### config.mk
export PLATFORM = sky130hd
export DESIGN_NAME = bcd_adjust_unit
export DESIGN_NICKNAME = d
export VERILOG_FILES = /design/src/rtl/core/bcdadj_pkg.sv /design/src/rtl/core/bcd_adjust_unit.sv /design/src/rtl/core/bcdadj_adjust.sv /design/src/rtl/core/bcdadj_div_step.sv /design/src/rtl/core/bcdadj_flags.sv
export SDC_FILE = /design/constraint.sdc
export NUM_CORES = 1
export LEC_CHECK = 0
export BUFFER_PORTS_ARGS = -buffer_cell sky130_fd_sc_hd__buf_2
export CORE_ASPECT_RATIO = 0.8
export CORE_MARGIN = 5
export CORE_UTILIZATION = 50
export CTS_CLUSTER_DIAMETER = 100
export CTS_CLUSTER_SIZE = 25
export DETAILED_ROUTE_END_ITERATION = 12
export GPL_TIMING_DRIVEN = 0
export HOLD_SLACK_MARGIN = 0.06
export PLACE_DENSITY = 0.68
export SYNTH_ARGS = -nofsm -noshare
export SYNTH_HDL_FRONTEND = slang
export SYNTH_HIERARCHICAL = 1
export SYNTH_SLANG_ARGS = --single-unit
### constraint.sdc
create_clock -name aclk -period 21.1 [get_ports aclk]
set_input_delay 2.11 -clock aclk [delete_from_list [all_inputs] [get_ports aclk]]
set_output_delay 2.11 -clock aclk [all_outputs]
set_load 0.03 [all_outputs]
### src/rtl/core/bcdadj_pkg.sv
package bcdadj_pkg;

    localparam int IN_TDATA_W  = 32;
    localparam int OUT_TDATA_W = 32;
    localparam int DIV_BITS    = 4;   // quotient bits resolved per divide stage

    localparam logic [2:0] OP_AAA = 3'd0;
    localparam logic [2:0] OP_AAS = 3'd1;
    localparam logic [2:0] OP_DAA = 3'd2;
    localparam logic [2:0] OP_DAS = 3'd3;
    localparam logic [2:0] OP_AAM = 3'd4;
    localparam logic [2:0] OP_AAD = 3'd5;

    localparam logic [5:0] WM_CF   = 6'h01;
    localparam logic [5:0] WM_AF   = 6'h02;
    localparam logic [5:0] WM_OF   = 6'h04;
    localparam logic [5:0] WM_ZF   = 6'h08;
    localparam logic [5:0] WM_SF   = 6'h10;
    localparam logic [5:0] WM_PF   = 6'h20;
    localparam logic [5:0] WM_ALL  = 6'h3F;
    localparam logic [5:0] WM_NONE = 6'h00;

    localparam logic [7:0] LO_NIBBLE = 8'h0F;
    localparam logic [7:0] AAA_CARRY = 8'hF9;
    localparam logic [7:0] DAA_LIMIT = 8'h99;
    localparam logic [7:0] HI_ADJ    = 8'h60;
    localparam logic [7:0] LO_ADJ    = 8'h06;
    localparam logic [3:0] NIB_MAX   = 4'd9;

    // decode stage result
    typedef struct packed {
        logic       is_aam;
        logic       is_aad;
        logic [7:0] al;
        logic [7:0] ah;
        logic [7:0] divisor;
        logic [7:0] res_al;
        logic [7:0] res_ah;
        logic       res_cf;
        logic       res_af;
        logic [5:0] mask;
    } s1_t;

    // after the upper half of the divide and the multiply
    typedef struct packed {
        logic       is_aam;
        logic       is_aad;
        logic [7:0] al;
        logic [7:0] divisor;
        logic [7:0] rem;
        logic [3:0] q_hi;
        logic [7:0] prod_lo;
        logic [7:0] res_al;
        logic [7:0] res_ah;
        logic       res_cf;
        logic       res_af;
        logic [5:0] mask;
    } s2_t;

    // final accumulator bytes before flag generation
    typedef struct packed {
        logic [7:0] al;
        logic [7:0] ah;
        logic       cf;
        logic       af;
        logic [5:0] mask;
    } s3_t;

endpackage

### src/rtl/core/bcd_adjust_unit.sv
// An accepted input transaction passes the s1, s2, s3 and output registers on its way to m_tvalid.
// Throughput: one transaction per cycle while the pipeline is not stalled; the AAM divide is split over two
// stages of four quotient bits each, the AAD multiply runs beside the upper half
// and its add beside the lower half.
// s_tready drops only while the output register holds a result and m_tready is low.
// Reset (aresetn low, synchronous) clears every stage valid bit; data is not reset.
module bcd_adjust_unit (
    input  logic        aclk,
    input  logic        aresetn,
    input  logic        s_tvalid,
    output logic        s_tready,
    // [7:0] al_in, [15:8] ah_in, [16] carry_in, [17] aux_in, [25:18] base, rest zero
    input  logic [31:0] s_tdata,
    // [2:0] operation
    input  logic [2:0]  s_tuser,
    output logic        m_tvalid,
    input  logic        m_tready,
    // [7:0] al_out, [15:8] ah_out, [16] carry_out, [17] aux_out, [18] overflow_out,
    // [19] zero_out, [20] sign_out, [21] parity_out, [27:22] flag_write_mask, rest zero
    output logic [31:0] m_tdata
);
    import bcdadj_pkg::*;

    logic                   adv;
    s1_t                    s1_next;
    s1_t                    s1_reg;
    s2_t                    s2_next;
    s2_t                    s2_reg;
    s3_t                    s3_next;
    s3_t                    s3_reg;
    logic                   v1_reg;
    logic                   v2_reg;
    logic                   v3_reg;
    logic                   vo_reg;
    logic [OUT_TDATA_W-1:0] out_next;
    logic [OUT_TDATA_W-1:0] out_reg;
    logic [15:0]            prod;
    logic [7:0]             rem_hi;
    logic [3:0]             q_hi;
    logic [7:0]             rem_lo;
    logic [3:0]             q_lo;

    // whole pipeline moves together; a stall freezes every stage
    assign adv      = !vo_reg || m_tready;
    assign s_tready = adv;
    assign m_tvalid = vo_reg;
    assign m_tdata  = out_reg;

    bcdadj_adjust u_adjust (
        .op   (s_tuser),
        .al   (s_tdata[7:0]),
        .ah   (s_tdata[15:8]),
        .cf   (s_tdata[16]),
        .af   (s_tdata[17]),
        .base (s_tdata[25:18]),
        .s1   (s1_next)
    );

    bcdadj_div_step u_div_hi (
        .rem_in   (8'd0),
        .num_bits (s1_reg.al[7:4]),
        .divisor  (s1_reg.divisor),
        .rem_out  (rem_hi),
        .q_bits   (q_hi)
    );

    always_comb begin
        prod            = {8'd0, s1_reg.ah} * {8'd0, s1_reg.divisor};
        s2_next.is_aam  = s1_reg.is_aam;
        s2_next.is_aad  = s1_reg.is_aad;
        s2_next.al      = s1_reg.al;
        s2_next.divisor = s1_reg.divisor;
        s2_next.rem     = rem_hi;
        s2_next.q_hi    = q_hi;
        s2_next.prod_lo = prod[7:0];
        s2_next.res_al  = s1_reg.res_al;
        s2_next.res_ah  = s1_reg.res_ah;
        s2_next.res_cf  = s1_reg.res_cf;
        s2_next.res_af  = s1_reg.res_af;
        s2_next.mask    = s1_reg.mask;
    end

    bcdadj_div_step u_div_lo (
        .rem_in   (s2_reg.rem),
        .num_bits (s2_reg.al[3:0]),
        .divisor  (s2_reg.divisor),
        .rem_out  (rem_lo),
        .q_bits   (q_lo)
    );

    always_comb begin
        s3_next.cf   = s2_reg.res_cf;
        s3_next.af   = s2_reg.res_af;
        s3_next.mask = s2_reg.mask;
        if (s2_reg.is_aam) begin
            s3_next.al = rem_lo;
            s3_next.ah = {s2_reg.q_hi, q_lo};
        end else if (s2_reg.is_aad) begin
            // wraps to 8 bits
            s3_next.al = s2_reg.prod_lo + s2_reg.al;
            s3_next.ah = 8'd0;
        end else begin
            s3_next.al = s2_reg.res_al;
            s3_next.ah = s2_reg.res_ah;
        end
    end

    bcdadj_flags u_flags (
        .s3    (s3_reg),
        .tdata (out_next)
    );

    always_ff @(posedge aclk) begin
        if (!aresetn) begin
            v1_reg <= 1'b0;
            v2_reg <= 1'b0;
            v3_reg <= 1'b0;
            vo_reg <= 1'b0;
        end else if (adv) begin
            v1_reg <= s_tvalid;
            v2_reg <= v1_reg;
            v3_reg <= v2_reg;
            vo_reg <= v3_reg;
        end
    end

    always_ff @(posedge aclk) begin
        if (adv) begin
            s1_reg  <= s1_next;
            s2_reg  <= s2_next;
            s3_reg  <= s3_next;
            out_reg <= out_next;
        end
    end

endmodule

### src/rtl/core/bcdadj_adjust.sv
module bcdadj_adjust (
    input  logic [2:0]        op,
    input  logic [7:0]        al,
    input  logic [7:0]        ah,
    input  logic              cf,
    input  logic              af,
    input  logic [7:0]        base,
    output bcdadj_pkg::s1_t   s1
);
    import bcdadj_pkg::*;

    logic       lo_adj;
    logic       hi_adj;
    logic       sub;
    logic       icarry;
    logic [7:0] step;
    logic [7:0] v_lo;
    logic [7:0] v_hi;

    always_comb begin
        lo_adj = (al[3:0] > NIB_MAX) || af;
        hi_adj = (al > DAA_LIMIT) || cf;
        sub    = (op == OP_AAS) || (op == OP_DAS);
        icarry = sub ? (al < LO_ADJ) : (al > AAA_CARRY);
        step   = 8'd1 + {7'd0, icarry};
        v_lo   = lo_adj ? (sub ? al - LO_ADJ : al + LO_ADJ) : al;
        v_hi   = hi_adj ? (sub ? v_lo - HI_ADJ : v_lo + HI_ADJ) : v_lo;

        s1.is_aam  = (op == OP_AAM);
        s1.is_aad  = (op == OP_AAD);
        s1.al      = al;
        s1.ah      = ah;
        s1.divisor = (base == 8'd0) ? 8'd1 : base;
        s1.res_al  = al;
        s1.res_ah  = ah;
        s1.res_cf  = 1'b0;
        s1.res_af  = 1'b0;
        s1.mask    = WM_NONE;

        unique case (op)
            OP_AAA, OP_AAS: begin
                s1.res_al = v_lo & LO_NIBBLE;
                s1.res_ah = lo_adj ? (sub ? ah - step : ah + step) : ah;
                s1.res_cf = lo_adj;
                s1.res_af = lo_adj;
                s1.mask   = WM_CF | WM_AF;
            end
            OP_DAA, OP_DAS: begin
                s1.res_al = v_hi;
                // DAS also borrows out of the nibble correction
                s1.res_cf = hi_adj | (sub & lo_adj & ((al < LO_ADJ) | cf));
                s1.res_af = lo_adj;
                s1.mask   = WM_ALL;
            end
            OP_AAM, OP_AAD: begin
                s1.mask   = WM_ALL;
            end
            default: begin
                s1.mask   = WM_NONE;
            end
        endcase
    end

endmodule

### src/rtl/core/bcdadj_div_step.sv
module bcdadj_div_step (
    input  logic [7:0]                      rem_in,
    input  logic [bcdadj_pkg::DIV_BITS-1:0] num_bits,
    input  logic [7:0]                      divisor,
    output logic [7:0]                      rem_out,
    output logic [bcdadj_pkg::DIV_BITS-1:0] q_bits
);
    import bcdadj_pkg::*;

    // restoring division, most significant dividend bit first
    always_comb begin
        logic [8:0] r;
        r = {1'b0, rem_in};
        for (int i = DIV_BITS - 1; i >= 0; i--) begin
            r = {r[7:0], num_bits[i]};
            if (r >= {1'b0, divisor}) begin
                r         = r - {1'b0, divisor};
                q_bits[i] = 1'b1;
            end else begin
                q_bits[i] = 1'b0;
            end
        end
        rem_out = r[7:0];
    end

endmodule

### src/rtl/core/bcdadj_flags.sv
module bcdadj_flags (
    input  bcdadj_pkg::s3_t                    s3,
    output logic [bcdadj_pkg::OUT_TDATA_W-1:0] tdata
);
    import bcdadj_pkg::*;

    logic zf;
    logic sf;
    logic pf;
    logic cf;
    logic af;

    always_comb begin
        cf = s3.cf & s3.mask[0];
        af = s3.af & s3.mask[1];
        zf = (s3.al == 8'd0) & s3.mask[3];
        sf = s3.al[7] & s3.mask[4];
        pf = (~^s3.al) & s3.mask[5];
        tdata = '0;
        tdata[7:0]   = s3.al;
        tdata[15:8]  = s3.ah;
        tdata[16]    = cf;
        tdata[17]    = af;
        tdata[18]    = 1'b0;   // OF is always written as zero
        tdata[19]    = zf;
        tdata[20]    = sf;
        tdata[21]    = pf;
        tdata[27:22] = s3.mask;
    end

endmodule
-- Word-level counts from Yosys, hierarchy flattened
Index checks and enable logic that the tools add are counted.
- flip-flop bits (word level): 167
- output and inout bits: 34
- add/sub/neg operators: 16
- multipliers: 1
- magnitude comparators: 12
- equal/unequal tests: 5
- muxes and demuxes: 29
- bitwise operators: 9
- reduce and logical (&&, ||, !) cells: 12
- operators with widths (kind ; number):
    8-bit 2-to-1 mux ; 15
    8-bit subtractor ; 8
    9-bit by 8-bit greater-or-equal comparator with 1-bit output ; 7
    16-bit 2-to-1 mux ; 2
    8-bit adder ; 2
    8-bit > comparator (second input constant) ; 2
    8-bit zero test ; 2
    8-bit one-hot mux with 2 select lines ; 1
    6-bit one-hot mux with 2 select lines ; 1
    1-bit 2-to-1 mux ; 9
    8-bit by 3-bit adder with 8-bit output (second input constant) ; 1
    8-bit by 7-bit adder with 8-bit output (second input constant) ; 1
    1-bit by 8-bit greater-or-equal comparator with 1-bit output ; 1
    8-bit by 3-bit < comparator with 1-bit output (second input constant) ; 1
    8-bit by 8-bit multiplier with 8-bit output ; 1
    8-bit XNOR reduction ; 1
    1-bit by 8-bit subtractor with 8-bit output ; 1
    8-bit by 3-bit subtractor with 8-bit output (second input constant) ; 1
    8-bit by 7-bit subtractor with 8-bit output (second input constant) ; 1
    1-bit bitwise AND ; 7
    3-bit by 2-bit == test with 1-bit output (second input constant) ; 2
    3-bit == test (second input constant) ; 2
    4-bit > comparator (second input constant) ; 1
    1-bit logical OR ; 4
    8 further kinds ; 10

-- Logic depth before layout (Yosys ltp)
Gate-level depths: netlist (run 1).
- word-level depth: 9
- gate-level depth with buffers: 40
- gate-level depth less buffers: 38

-- Cells and area by module
The synthesis (run 1) kept the hierarchy.
- by module, submodules not included (module ; instances ; cells an instance ; area an instance (um^2) ; sequential area each (um^2)):
    bcd_adjust_unit ; 1 ; 360 ; 6612.6 ; 5124.9
    bcdadj_div_step at u_div_hi ; 1 ; 241 ; 1933.1 ; 0.0
    bcdadj_div_step at u_div_lo ; 1 ; 211 ; 1690.4 ; 0.0
    bcdadj_adjust ; 1 ; 176 ; 1184.9 ; 0.0
    bcdadj_flags ; 1 ; 55 ; 387.9 ; 0.0

-- Least setup slack after synthesis (run 1)
No wires, ideal clock.
- kind: input port to output port
- start point: input port m_tready
- end point: output port s_tready
- data arrival time: 7.135 ns
- data required time: 18.990 ns
- slack: 11.855 ns
- stages on the path: 2
- path through: nand2b_1 -> clkbuf_1
- longest elaborated chain between the ends: 1
- ends and longest elaborated chain (what ; line ; text):
    start, declared ; bcd_adjust_unit.sv:17 ; input logic m_tready,
    1-bit logical OR ; bcd_adjust_unit.sv:44 ; assign adv = !vo_reg || m_tready;
    end, declared ; bcd_adjust_unit.sv:11 ; output logic s_tready,
Every way passes these cells.

==> run summary, run 1 <==
Max Cap Violations: 0
Cell Area, Synth: 11800 sq um
final period demand of the worst path: 9510 ps
highest-count cells in the layout ignoring fill and taps: sky130_fd_sc_hd__edfxtp_1, sky130_fd_sc_hd__ha_1, sky130_fd_sc_hd__inv_1
number of diodes added for antenna fixing: 0
fmax: 105 MHz
Worst-Skew Late Latency: 430 ps
Hold Vio Cnt, Final: 0
number of DRC violations after detailed routing: 0
slowest CP cell: sky130_fd_sc_hd__a211oi_1
die outline area: 26800 sq um
FF+latch count, synth: 172
number of gates resized after cts: 0
fraction of the yosys area taken by sequential cells: 43.4%
clk root buf: sky130_fd_sc_hd__clkbuf_16
Tightest Hold Check Type: flip-flop to flip-flop
# hold bufs at CTS: 0
flip-flop count of the largest register after layout: 62
starting density of the core: 50.6%
global-route wire length before repair: 38400 um
total number of vias: 7806
fraction of final layout cells with drive strength greater than 1: 19.6%
Finish-stage setup viols: 0
Final Skew: 14.1 ps
Tightest Pin Transition: 825 ps
TritonCTS clock tree: yes
number of buffers created by CTS: 17
number of buffers inserted to repair setup after CTS: 0
most common library cell in the layout ignoring fill and taps: sky130_fd_sc_hd__edfxtp_1
post-synthesis cell count: 1043
Detail Route Antenna Nets: 0
Startpoint Class: flip-flop
overall die height: 147 um
data arrival time of the critical path: 9690 ps
count of warnings emitted by yosys: 6
slowest stage delay, CP: 450 ps
Core Rows: 50
post-synthesis async set-or-reset flop share: 0%
number of antenna violations at the first check in global routing: 0
via count of the first global-routing pass: 7561
vias per std cell: 5.30
router iterations before antenna repair: 5
wire length per cell after detailed routing: 15.7 um
total number of nets in the final design: 1312
signed area change from the synthesized netlist to the final layout: 12.6%
Netlist cell types: 86
clk sinks: 172
Horiz. Die Dim: 182 um
RSZ-0062 raised after global routing: false
GRT Resource Usage Total: 17.7%
Most used DFF post-synth: sky130_fd_sc_hd__edfxtp_1
Final period util: 45.1%
count of buffers from port buffering: 63
run status: completed
remaining global-route overflow: 0
average instance area after synthesis: 11.3 sq um
pins over their slew limit: 0
clock-pin slew on the worst setup and hold paths: 70 ps
Routability Congestion: 0.911
maximum fanout along the worst path: 10
Hold Slack: 419 ps
maximum number of pins on one net before global-route repair: 64
number of standard cells in the layout, taps in and fillers out: 1472
path type of the worst setup path: flip-flop to flip-flop
maximum level of the CTS H-tree: 4
post-DP HPWL: 17800 um
number of placed instances with taps included: 1440
total negative slack: 0 ps
EDFF count, synth: 168
required time reported for the critical path endpoint: 21280 ps
Iteration-0 DRC Markers: 541
worst-case headroom to the max-slew limit: 45.0%
drt total wl: 23200 um
CP Capture Type: flip-flop
buffers from clock root to sink, at most: 2
core footprint: 23300 sq um
I/O pin count: 73
[final timing paths]
path,startpoint,end,slack [ps],depth (start not counted)
hold reg to reg,s1_reg[5],s2_reg[5],420,0
setup / recovery,s2_reg[50],s3_reg[23],11590,37
setup reg to reg,s2_reg[50],s3_reg[23],11590,37
hold / removal,s1_reg[5],s2_reg[5],420,0
[synth_stat cells, drive strengths merged, types with 15 or more instances]
| master | instances | area, sq um |
|---|---|---|
| nor2 | 46 | 178 |
| o21ai | 49 | 245 |
| and2 | 26 | 164 |
| a21o | 25 | 188 |
| inv | 95 | 362 |
| mux2i | 22 | 220 |
| nand2 | 69 | 259 |
| a211oi | 15 | 148 |
| nand3 | 16 | 92.6 |
| xnor2 | 47 | 412 |
| a21oi | 38 | 205 |
| mux2 | 38 | 495 |
| fa | 23 | 460 |
| buf | 61 | 472 |
| ha | 103 | 1290 |
| nor3 | 17 | 90.1 |
| xor2 | 21 | 184 |
| edfxtp | 168 | 5040 |
[cell families (layout without fill, tap and decap cells)]
| kind of cell | count (synthesis) | in the layout | synth area share (%) |
|---|---|---|---|
| flops | 172 | 172 | 43.4 |
| compound gates | 202 | 202 | 12.3 |
| xor+xnor | 68 | 68 | 5.04 |
| other cells | 2 | 22 | 0.0636 |
| simple gates | 245 | 245 | 10.9 |
| fa+ha+maj | 126 | 126 | 14.8 |
| buf+inv | 168 | 265 | 7.44 |
| mux | 60 | 60 | 6.06 |
[critical path, delay by kind of cell, from the launching register on]
family | cells | cell delay (ps)
flip-flops | 1 | 360
buffers and inverters | 6 | 1070
AND/OR/NAND/NOR | 6 | 1030
multiplexers | 2 | 740
AO/OA/AOI/OAI | 19 | 4750
adder cells (fa/ha/maj) | 4 | 1290
[area by class of cell]
cell class                 count  area [sq um]
buffer                        73           520
clock buffer                  17           425
clock inverter                15           218
fill                        1963         10000
inverter                      95           362
multi-input combinational    723          5880
sequential                   172          5120
tap                          312           390
timing repair buffer          65           370
[metal layers]
metal  up-vias  share of wire (%)  global-route usage (%)
li1       3915                  -                       -
met4         0                1.2                    4.16
met1      3711                 51                    26.6
met3        20                4.2                    3.03
met2       160                 44                    27.0
met5         -                  0                       0
[stage by stage]
| stage | util (%) | cell area [sq um] | worst slack [ps] |
|---|---|---|---|
| after detailed placement | 54.2 | 12600 | 11790 |
| after CTS | 57.0 | 13300 | 11720 |
| after global placement | 54.0 | 12600 | 9220 |
| after floorplan | - | 11900 | 11860 |
| final | 57.0 | 13300 | 11590 |
| after global routing | 57.0 | 13300 | 11040 |
Power of run 1 is left out: the tool's default activity adds up to more than one toggle a clock period on the data nets, which glitch-free logic cannot reach.
==> run 2, diff against run 1 <==
Settings changed: ABC_AREA set to 1, PLACE_DENSITY 0.68 to 0.67.
Clock period 21.1 ns to 9.4 ns, I/O delays scaled along.
==> run summary, run 2 <==
run status: completed
required time reported for the critical path endpoint: 9540 ps (-11740 ps)
Tightest Hold Check Type: flip-flop to flip-flop
Reg-to-Reg End: s3_reg[18]
slowest CP cell: sky130_fd_sc_hd__edfxtp_1
buffers from clock root to sink, at most: 2 (unchanged)
area of all placed cells without fillers: 14000 sq um (+5.1%)
pins over their slew limit: 0 (unchanged)
worst-case headroom to the max-slew limit: 65.1% (+20 points)
source of the worst hold timing path: s1_reg[42]
maximum number of pins on one net before global-route repair: 101 (+58%)
# hold bufs at CTS: 0 (unchanged)
clock-pin slew on the worst setup and hold paths: 70 ps (about the same)
number of diodes added for antenna fixing: 0 (unchanged)
Final period util: 78.2% (+33 points)
endpoint of the most critical setup path: s3_reg[18]
overall die height: 152 um (+2.8%)
cell type with the highest aggregate area in the netlist: sky130_fd_sc_hd__edfxtp_1
starting density of the core: 51.2% (+0.57 points)
most instantiated cells after synthesis: sky130_fd_sc_hd__nand2_1, sky130_fd_sc_hd__inv_1, sky130_fd_sc_hd__edfxtp_1
Tightest Pin Transition: 524 ps (-301 ps)
area post-placement: 13400 sq um (+5.8%)
EDFF count, synth: 168 (unchanged)
vias per std cell: 4.94 (-6.8%)
signed area change from the synthesized netlist to the final layout: 11.4%
FF-to-FF path depth: 45 (+22%)
CP Capture Type: flip-flop
most used standard cell by instance count after synthesis: sky130_fd_sc_hd__nand2_1
Reg2Reg Setup Slack: 2050 ps (-9540 ps)
total number of nets in the final design: 1681 (+28%)
Iteration-0 DRC Markers: 599 (+11%)
fmax: 136 MHz (+29%)
RSZ-0062 raised after global routing: false
Hold Slack: 420 ps (+1.77 ps)
Hold Vio Cnt, Final: 0 (unchanged)
number of buffers inserted to repair setup after CTS: 0 (unchanged)
maximum level of the CTS H-tree: 4 (unchanged)
FF+latch count, synth: 172 (unchanged)
post-DP HPWL: 19900 um (+12%)
critical path startpoint: s2_reg[45]
Netlist cell types: 57 (-34%)
core footprint: 24500 sq um (+5.0%)
count of warnings emitted by yosys: 6 (unchanged)
Filler cells: 2237 (+14%)
number of DRC violations after detailed routing: 0 (unchanged)
post-synthesis cell count: 1409 (+35%)
Worst-Skew Late Latency: 430 ps (about the same)
most common library cell in the layout ignoring fill and taps: sky130_fd_sc_hd__nand2_1
final period demand of the worst path: 7350 ps (-2160 ps)
total number of vias: 9130 (+17%)
GRT Resource Usage Total: 18.2% (+0.49 points)
Routability Congestion: 0.903 (-0.98%)
wire length per cell after detailed routing: 13.8 um (-12%)
data arrival time of the critical path: 7490 ps (-2200 ps)
total negative slack: 0 ps (unchanged)
path type of the worst setup path: flip-flop to flip-flop
Finish-stage setup viols: 0 (unchanged)
Cell Area, Synth: 12500 sq um (+6.2%)
number of antenna violations at the first check in global routing: 0 (unchanged)
via count of the first global-routing pass: 8551 (+13%)
number of gates resized after cts: 0 (unchanged)
proportion of netlist area held by the largest area contributor: 40.2% (-2.5 points)
most area-consuming cells after synthesis: sky130_fd_sc_hd__edfxtp_1, sky130_fd_sc_hd__nand2_1, sky130_fd_sc_hd__ha_1
count of buffers from port buffering: 66 (+4.8%)
maximum fanout along the worst path: 10 (unchanged)
Horiz. Die Dim: 187 um (+2.9%)
slowest stage delay, CP: 460 ps (about the same)
number of buffers created by CTS: 17 (unchanged)
Max Cap Violations: 0 (unchanged)
clk sinks: 172 (unchanged)
Most used DFF post-synth: sky130_fd_sc_hd__edfxtp_1
TritonCTS clock tree: yes
Critical Path Most Common Cell: sky130_fd_sc_hd__nand2_1
drt total wl: 25500 um (+9.9%)
Core Rows: 51 (+2.0%)
Final Skew: 16.6 ps (+2.49 ps)
clk root buf: sky130_fd_sc_hd__clkbuf_16
global-route wire length before repair: 41900 um (+9.0%)
router iterations before antenna repair: 5 (unchanged)
number of placed instances with taps included: 1815 (+26%)
fraction of the yosys area taken by sequential cells: 40.9% (-2.5 points)
Reg2Reg Launch Point: s2_reg[45]
Detail Route Antenna Nets: 0 (unchanged)
fraction of final layout cells with drive strength greater than 1: 18.3% (-1.3 points)
Startpoint Class: flip-flop
highest-count cells in the layout ignoring fill and taps: sky130_fd_sc_hd__nand2_1, sky130_fd_sc_hd__inv_1, sky130_fd_sc_hd__edfxtp_1
post-synthesis async set-or-reset flop share: 0% (unchanged)
average instance area after synthesis: 8.90 sq um (-21%)
die outline area: 28400 sq um (+5.8%)
flip-flop count of the largest register after layout: 62 (unchanged)
remaining global-route overflow: 0 (unchanged)
number of standard cells in the layout, taps in and fillers out: 1847 (+25%)
I/O pin count: 73 (unchanged)
[run 2: cell types whose count changed in the layout (fill, tap and decap cells not counted), sizes merged, moves of 15 or more]
| cell | previous run | this run |
|---|---|---|
| and2 | 26 | 0 |
| xor2 | 21 | 36 |
| nand2 | 69 | 394 |
| xnor2 | 47 | 17 |
| mux2 | 38 | 0 |
| inv | 102 | 239 |
| a21o | 25 | 3 |
| mux2i | 22 | 0 |
| nand3 | 16 | 78 |
| nor2 | 46 | 91 |
| a21oi | 38 | 59 |
[run 2: metrics by stage]
step	setup WS [ps]	util (%)
5_1_grt	1350	57.0
3_3_place_gp	2030	54.5
4_1_cts	2070	57.0
6_report	2050	57.0
3_5_place_dp	2100	54.6
2_1_floorplan	3180	-
[run 2: logic make-up after synthesis]
group	Yosys count	synth area share, %
DFF	172	40.9
buffers and inverters	310	11.5
other	2	0.0599
xor gates and xnor gates	53	3.76
adders and majority gates	126	13.9
AOI/OAI and AO/OA	137	7.00
and+or+nand+nor	609	22.8
[run 2: worst max-delay path, delay by kind of cell (launching register included)]
kind / cells / cell delay (ps)
AO/OA/AOI/OAI: 10 / 1620
adder cells (fa/ha/maj): 4 / 1370
flip-flops: 1 / 460
buffers and inverters: 6 / 910
AND/OR/NAND/NOR: 25 / 2670
[run 2: layer usage]
layer,track usage [%],share of wire (%)
met2,28.4,43
met1,27.1,51
met3,2.70,4.7
met4,4.29,1.0
met5,0,0
[run 2: worst min-delay path by stage]
stage                            end  slack [ps]  depth (start not counted)
after global routing      s2_reg[11]         420                          0
after floorplan            s2_reg[0]         400                          0
final                     s2_reg[54]         420                          0
after global placement    s2_reg[52]         400                          0
after CTS                 s2_reg[11]         420                          0
after detailed placement   s2_reg[0]         400                          0
[run 2: cell type report]
| type | instances | area (sq um) | area share (%) |
|---|---|---|---|
| Multi-Input combinational cell | 948 | 6050 | 43.3 |
| Clock inverter | 14 | 156 | 1.12 |
| Inverter | 236 | 893 | 6.40 |
| Tap cell | 318 | 398 | 2.85 |
| Sequential cell | 172 | 5120 | 36.7 |
| Clock buffer | 18 | 429 | 3.07 |
| Buffer | 74 | 562 | 4.02 |
| Timing Repair Buffer | 67 | 358 | 2.56 |
Power of run 2 is left out for the same reason.
